## src/sv/ldsl_pkg.sv

```systemverilog
package ldsl_pkg;

    localparam int DIGITS = 9;
    localparam int DIGIT_W = 4;
    localparam int LATCH_DIGITS = 9;
    localparam int LATCH_W = LATCH_DIGITS * DIGIT_W;
    localparam int PACK_DIGITS = (DIGITS < LATCH_DIGITS) ? DIGITS : LATCH_DIGITS;
    localparam int LAST = DIGITS - 1;
    localparam int PREV = DIGITS - 2;

    localparam logic [DIGIT_W-1:0] LOW3_MASK = 4'h7;
    localparam logic [DIGIT_W-1:0] HIGH_BIT = 4'h8;

    typedef logic [DIGIT_W-1:0] digit_t;
    typedef digit_t [DIGITS-1:0] digits_t;

    typedef enum logic [3:0] {
        MODE_SHIFT_DEC   = 4'd0,
        MODE_PART_DEC    = 4'd1,
        MODE_SHIFT_LOW3  = 4'd2,
        MODE_SHIFT_SET8  = 4'd3,
        MODE_LATCH_ALL   = 4'd4,
        MODE_LATCH_LAST2 = 4'd5,
        MODE_TOGGLE_BANK = 4'd6,
        MODE_LOAD_BANK   = 4'd7,
        MODE_SEG_CLR     = 4'd8,
        MODE_SEG_SET     = 4'd9
    } mode_t;

    typedef struct packed {
        logic [3:0] mode;
        logic [3:0] acc_value;
    } cmd_t;

    typedef struct packed {
        logic [LATCH_W-1:0] display_latch;
        logic               backplate;
        logic               latch_changed;
    } disp_t;

    function automatic digit_t seg_lookup(input logic [4:0] idx);
        digit_t v;
        v = 4'h0;
        unique case (idx)
            5'd0:  v = 4'he;
            5'd1:  v = 4'h0;
            5'd2:  v = 4'hc;
            5'd3:  v = 4'h8;
            5'd4:  v = 4'h2;
            5'd5:  v = 4'ha;
            5'd6:  v = 4'he;
            5'd7:  v = 4'h2;
            5'd8:  v = 4'he;
            5'd9:  v = 4'ha;
            5'd10: v = 4'h0;
            5'd11: v = 4'h0;
            5'd12: v = 4'h2;
            5'd13: v = 4'ha;
            5'd14: v = 4'h2;
            5'd15: v = 4'h2;
            5'd16: v = 4'hb;
            5'd17: v = 4'h9;
            5'd18: v = 4'h7;
            5'd19: v = 4'hf;
            5'd20: v = 4'hd;
            5'd21: v = 4'he;
            5'd22: v = 4'he;
            5'd23: v = 4'hb;
            5'd24: v = 4'hf;
            5'd25: v = 4'hf;
            5'd26: v = 4'h4;
            5'd27: v = 4'h0;
            5'd28: v = 4'hd;
            5'd29: v = 4'he;
            5'd30: v = 4'h4;
            5'd31: v = 4'h0;
            default: v = 4'h0;
        endcase
        return v;
    endfunction

endpackage

```

## src/sv/lcd_digit_shift_latch.sv

```systemverilog
// LCD digit shift latch: display output unit of a 4-bit LCD controller.
// Command channel (cmd_valid / cmd_stall / cmd): one item is a display
// instruction (mode) with the current accumulator value. Display channel
// (disp_valid / disp_stall / disp): one item per command, carrying the packed
// output latch, the backplate bit and a flag for a latch copy.
// A command accepted into the command register executes, and its result item
// is registered in the result register. Throughput: one item per cycle unless
// stalled; the staging shift, latch copy and flag updates finish on execute.
// The command register and the result register form a two-stage pipe, so a
// new command is taken while a finished result still waits on disp_stall.
// When the receiver stalls, the result holds; the command register then
// fills and cmd_stall rises until the receiver takes the result.
// Reset (rst_n low, asynchronous) clears the staging digits, the output
// latch, the bank, segment-mode and backplate bits, and both valid bits.
module lcd_digit_shift_latch (
    input  logic            clk,
    input  logic            rst_n,
    input  logic            cmd_valid,
    output logic            cmd_stall,
    input  ldsl_pkg::cmd_t  cmd,
    output logic            disp_valid,
    input  logic            disp_stall,
    output ldsl_pkg::disp_t disp
);
    import ldsl_pkg::*;

    logic  cmd_valid_reg;
    cmd_t  cmd_reg;
    logic  disp_valid_reg;
    disp_t disp_reg;
    disp_t result;
    logic  adv;
    logic  exec;

    assign adv       = !disp_valid_reg || !disp_stall;
    assign exec      = cmd_valid_reg && adv;
    assign cmd_stall = cmd_valid_reg && !adv;

    ldsl_core u_core (
        .clk    (clk),
        .rst_n  (rst_n),
        .en     (exec),
        .cmd    (cmd_reg),
        .result (result)
    );

    always_ff @(posedge clk or negedge rst_n)
    begin
        if (!rst_n)
        begin
            cmd_valid_reg  <= 1'b0;
            disp_valid_reg <= 1'b0;
        end
        else
        begin
            if (!cmd_stall)
            begin
                cmd_valid_reg <= cmd_valid;
            end
            if (adv)
            begin
                disp_valid_reg <= cmd_valid_reg;
            end
        end
    end

    always_ff @(posedge clk)
    begin
        if (cmd_valid && !cmd_stall)
        begin
            cmd_reg <= cmd;
        end
        if (exec)
        begin
            disp_reg <= result;
        end
    end

    assign disp_valid = disp_valid_reg;
    assign disp       = disp_reg;

endmodule

```

## src/sv/ldsl_core.sv

```systemverilog
module ldsl_core (
    input  logic          clk,
    input  logic          rst_n,
    input  logic          en,
    input  ldsl_pkg::cmd_t cmd,
    output ldsl_pkg::disp_t result
);
    import ldsl_pkg::*;

    digits_t stage_reg, stage_next;
    digits_t latch_reg, latch_next;
    logic    bank_reg, bank_next;
    logic    segm_reg, segm_next;
    logic    bp_reg, bp_next;
    logic    changed;
    digit_t  decoded;
    digit_t  low3;
    digit_t  set8;

    always_comb
    begin
        decoded = seg_lookup({bank_reg, cmd.acc_value});
        if (!bank_reg && segm_reg)
        begin
            decoded[0] = 1'b1;
        end
        low3 = cmd.acc_value & LOW3_MASK;
        set8 = cmd.acc_value | HIGH_BIT;
    end

    always_comb
    begin
        stage_next = stage_reg;
        latch_next = latch_reg;
        bank_next  = bank_reg;
        segm_next  = segm_reg;
        bp_next    = bp_reg;
        changed    = 1'b0;
        if (en)
        begin
            unique case (cmd.mode)
                MODE_SHIFT_DEC:   stage_next = {decoded, stage_reg[DIGITS-1:1]};
                MODE_PART_DEC:
                begin
                    stage_next[PREV] = stage_reg[LAST];
                    stage_next[LAST] = decoded;
                end
                MODE_SHIFT_LOW3:  stage_next = {low3, stage_reg[DIGITS-1:1]};
                MODE_SHIFT_SET8:  stage_next = {set8, stage_reg[DIGITS-1:1]};
                MODE_LATCH_ALL:
                begin
                    latch_next = stage_reg;
                    changed    = 1'b1;
                end
                MODE_LATCH_LAST2:
                begin
                    latch_next[PREV] = stage_reg[PREV];
                    latch_next[LAST] = stage_reg[LAST];
                    changed          = 1'b1;
                end
                MODE_TOGGLE_BANK: bank_next = ~bank_reg;
                MODE_LOAD_BANK:
                begin
                    bp_next   = cmd.acc_value[0];
                    bank_next = cmd.acc_value[3];
                end
                MODE_SEG_CLR:     segm_next = 1'b0;
                MODE_SEG_SET:     segm_next = 1'b1;
                default:          stage_next = stage_reg;
            endcase
        end
    end

    always_comb
    begin
        result = '0;
        for (int i = 0; i < PACK_DIGITS; i++)
        begin
            result.display_latch[DIGIT_W*i +: DIGIT_W] = latch_next[i];
        end
        result.backplate     = bp_next;
        result.latch_changed = changed;
    end

    always_ff @(posedge clk or negedge rst_n)
    begin
        if (!rst_n)
        begin
            stage_reg <= '0;
            latch_reg <= '0;
            bank_reg  <= 1'b0;
            segm_reg  <= 1'b0;
            bp_reg    <= 1'b0;
        end
        else
        begin
            stage_reg <= stage_next;
            latch_reg <= latch_next;
            bank_reg  <= bank_next;
            segm_reg  <= segm_next;
            bp_reg    <= bp_next;
        end
    end

endmodule

```

## config.mk

```make
export PLATFORM = sky130hd
export DESIGN_NAME = lcd_digit_shift_latch
export DESIGN_NICKNAME = d
export VERILOG_FILES = /design/src/sv/ldsl_pkg.sv /design/src/sv/lcd_digit_shift_latch.sv /design/src/sv/ldsl_core.sv
export SDC_FILE = /design/constraint.sdc
export NUM_CORES = 1
export LEC_CHECK = 0
export BUFFER_PORTS_ARGS = -buffer_cell sky130_fd_sc_hd__buf_2
export CAP_MARGIN = 0
export CORE_MARGIN = 2
export CORE_UTILIZATION = 55
export CTS_BUF_LIST = sky130_fd_sc_hd__clkbuf_16
export DETAILED_ROUTE_END_ITERATION = 8
export PLACE_DENSITY = 0.76
export SKIP_LAST_GASP = 1
export SLEW_MARGIN = 10
export SYNTH_ARGS = -nofsm -noshare
export SYNTH_HDL_FRONTEND = slang
export SYNTH_HIERARCHICAL = 1
export SYNTH_SLANG_ARGS = --single-unit
export TNS_END_PERCENT = 1
```

## constraint.sdc

```tcl
create_clock -name clk -period 14.4 [get_ports clk]
set_clock_uncertainty 0.15 [all_clocks]
set_input_delay 1.44 -clock clk [delete_from_list [all_inputs] [get_ports clk]]
set_output_delay 1.44 -clock clk [all_outputs]
set_load 0.02 [all_outputs]
```

==> key figures <==
Run status
  – Status: finished clean

Placement
  – Dpl cells: 419
  – Port Buf Inserts: 51
  – Post-DP HPWL: 4313 um
  – Placer Congestion: 0.8665

Timing
  – Final hold violation count: 0
  – Maximum clock rate: 257.1 MHz
  – RSZ-0062 raised after global routing: no
  – Fin Setup TNS: 0 ns
  – Crit path time final: 3.889 ns
  – Setup-failing EPs final: 0
  – Final Cycle Share: 0.2701
  – Hold Worst Slack: 0.3291 ns
  – Max-slew violation count: 0
  – Worst slew pin tran: 0.9640 ns
  – Relative slew margins: 0.3574

Power
  – Max VDD drop: 0.00009581 V
  – Pleak: 0.002534 uW
  – Pwr Total: 1036 uW
  – Power per cell area: 184.4 nW/um2

Routing
  – Final wirelength: 7594 um
  – DRT iter0 DRCs: 151
  – 1st-pass router iterations: 6
  – Vias/cell: 5.401
  – Drc violations: 0
  – Routed WL per cell: 16.84 um
  – Via count: 2436
  – Routed Antenna Nets: 0

Floorplanning
  – Std-Cell Rows: 33
  – Initial core utilization: 0.5721
  – Total Die Area: 9347 um2
  – Top Ports: 52
  – Die width: 96.68 um
  – Core box area: 8258 um2
  – Die H: 96.68 um

Synthesis
  – Async S/R FF share, synth: 0.6260
  – Register bit total from synthesis: 123
  – Commonest register cell after synthesis: dfrtp_1
  – Net count after synthesis: 294
  – Top cell type's share of synthesized area: 0.4078
  – Number of library cell types mapped by synthesis: 41
  – Synth area leader: dfrtp_1
  – Largest cells by area after synthesis: dfrtp_1 (41%), edfxtp_1 (29%), mux2_1 (8.6%)
  – Cells after Synth: 274
  – Synth Area per Inst: 17.24 um2
  – Synthesis Warnings: 6
  – Sequential area share after synthesis: 0.7002
  – Post-synthesis cell area: 4725 um2
  – Post-synth EDFFs: 46

Final layout
  – Most common cell after layout, fill and taps aside: dfrtp_1
  – Multi-input logic area: 1313 um2
  – Fin cells: 451
  – Area growth from synthesis to layout: 18.94%
  – Fraction of layout cells with a size suffix above 1: 0.3555
  – Diodes inserted: 0
  – Nets: 353
  – Number of flip-flops in the largest register: 38
  – Most frequent cells in the layout: dfrtp_1 (77), buf_2 (50), edfxtp_1 (46)
  – Sequential standard cell area: 3308 um2
  – Fill count: 548
  – Fin util: 0.6805

Setup path
  – Worst path max stage delay: 0.58 ns
  – Crit path max-delay family: simple AND/OR/NAND/NOR gates
  – CP Buf/Inv Count: 2
  – Worst reg-to-reg setup slack: 11.20 ns
  – CP Launch Type: input pin
  – Worst Setup End Kind: register
  – Crit-path max FO: 42
  – Crit-path cells: buf_2 -> a21boi_4 -> buf_4 -> nor2b_1 -> and3b_1 -> and2_4 -> mux2_1
  – Max stage delay cell, worst path: and2_4
  – CP arrival: 3.88 ns
  – Reg2reg end: disp[2]$_DFFE_PP_
  – FF-to-FF path depth: 6
  – Kind of critical path: in2reg
  – WP data required: 14.39 ns
  – RR Startpoint: disp_valid$_DFFE_PN0P_

Min path
  – Hold path startpoint: u_core/latch_reg[1]$_DFF_PN0_
  – Hold depth: 1
  – Hold WC Path Type: reg2reg
  – Hold endpoint: u_core/latch_reg[1]$_DFF_PN0_

Clocking
  – H-tree depth: 4
  – Clock-pin slew on the worst setup and hold paths: 0.05 ns
  – Clk buf depth: 2
  – Sink Count: 123
  – # hold bufs at CTS: 0
  – Root Driver: clkbuf_16
  – Post-CTS Setup Inserts: 0
  – CTS tree: done
  – CTS Buf Count: 17
  – Clock latency on the worst-skew pair: 0.41 ns
  – CTS resizes: 0

Global route
  – Initial antenna violation count: 0
  – Largest net degree at the start of global routing: 78
  – Remaining Overflow, GRT: 0
  – Global Route Usage Sum: 0.1788
  – First-pass GRT wire length: 12790 um
  – Vias in the first global route: 2505

Run
  – Max_cap viols: 0
## report_power, final
part	internal, uW	switching (uW)
clock	247	155
sequential	454	45.0
combinational	66.7	68.4
## cell families (layout without fill, tap and decap cells)
family	after synthesis	in the layout	share of synthesized area
buffers and inverters	19	91	0.02436
and+or+nand+nor	29	29	0.03470
muxes	69	69	0.1804
AOI/OAI and AO/OA	26	26	0.03920
DFF	123	123	0.7002
adders and majority gates	8	8	0.02119
## worst reg2reg max path, cell delays in order, from the launching register on
cell and delay, ns:
dfrtp_1 0.43, a21boi_4 0.16, buf_4 0.49, nor2b_1 0.25, and3b_1 0.46, and2_4 0.58, mux2_1 0.41
## cell type report
cell class / instances / area share
flip-flops and latches: 123 / 0.5887
multi-input cells: 132 / 0.2336
clock buffers: 18 / 0.08016
repair buffers: 53 / 0.04854
well taps: 105 / 0.02338
clock inverters: 14 / 0.02160
inverters: 6 / 0.004008
## layer usage
| metal | part of all wire | wire [um] | GRT usage | vias to the layer above |
|---|---|---|---|---|
| li1 | - | - | - | 1124 |
| met2 | 0.51 | 3895 | 0.2906 | 83 |
| met5 | 0 | 0 | 0 | - |
| met1 | 0.42 | 3206 | 0.2153 | 1213 |
| met4 | 0.019 | 147 | 0.07909 | 0 |
| met3 | 0.045 | 344 | 0.06503 | 16 |
## stage by stage
step | worst slack (ns) | area (um2)
2_1_floorplan | 8.226 | 4725
3_3_place_gp | 10.18 | 5047
3_5_place_dp | 10.10 | 5047
4_1_cts | 10.49 | 5619
5_1_grt | 10.36 | 5619
6_report | 10.51 | 5619
## cell usage after synthesis (2+ instances only)
cell,count
nor2_1,8
a21oi_1,4
buf_2,2
a211oi_1,2
ha_1,8
mux2_1,36
nand2b_1,4
mux2_2,13
edfxtp_1,46
inv_1,5
mux2_4,20
a31oi_1,4
buf_6,4
buf_4,3
o21ai_0,2
nor3_1,2
a311oi_1,3
o31ai_1,2
dfrtp_1,77
nand2_1,5
clkbuf_1,4
## worst max path at each step
stage / from / end / slack, ns / cells after the start
6_report: disp_stall / disp[2]$_DFFE_PP_ / 10.51 / 7
5_1_grt: disp_stall / disp[2]$_DFFE_PP_ / 10.36 / 7
4_1_cts: disp_stall / disp[2]$_DFFE_PP_ / 10.49 / 7
3_5_place_dp: disp_stall / disp[5]$_DFFE_PP_ / 10.10 / 7
3_3_place_gp: disp_stall / disp[9]$_DFFE_PP_ / 10.18 / 7
2_1_floorplan: disp_stall / disp[10]$_DFFE_PP_ / 8.23 / 8
Power figures use the tool's default switching activity.
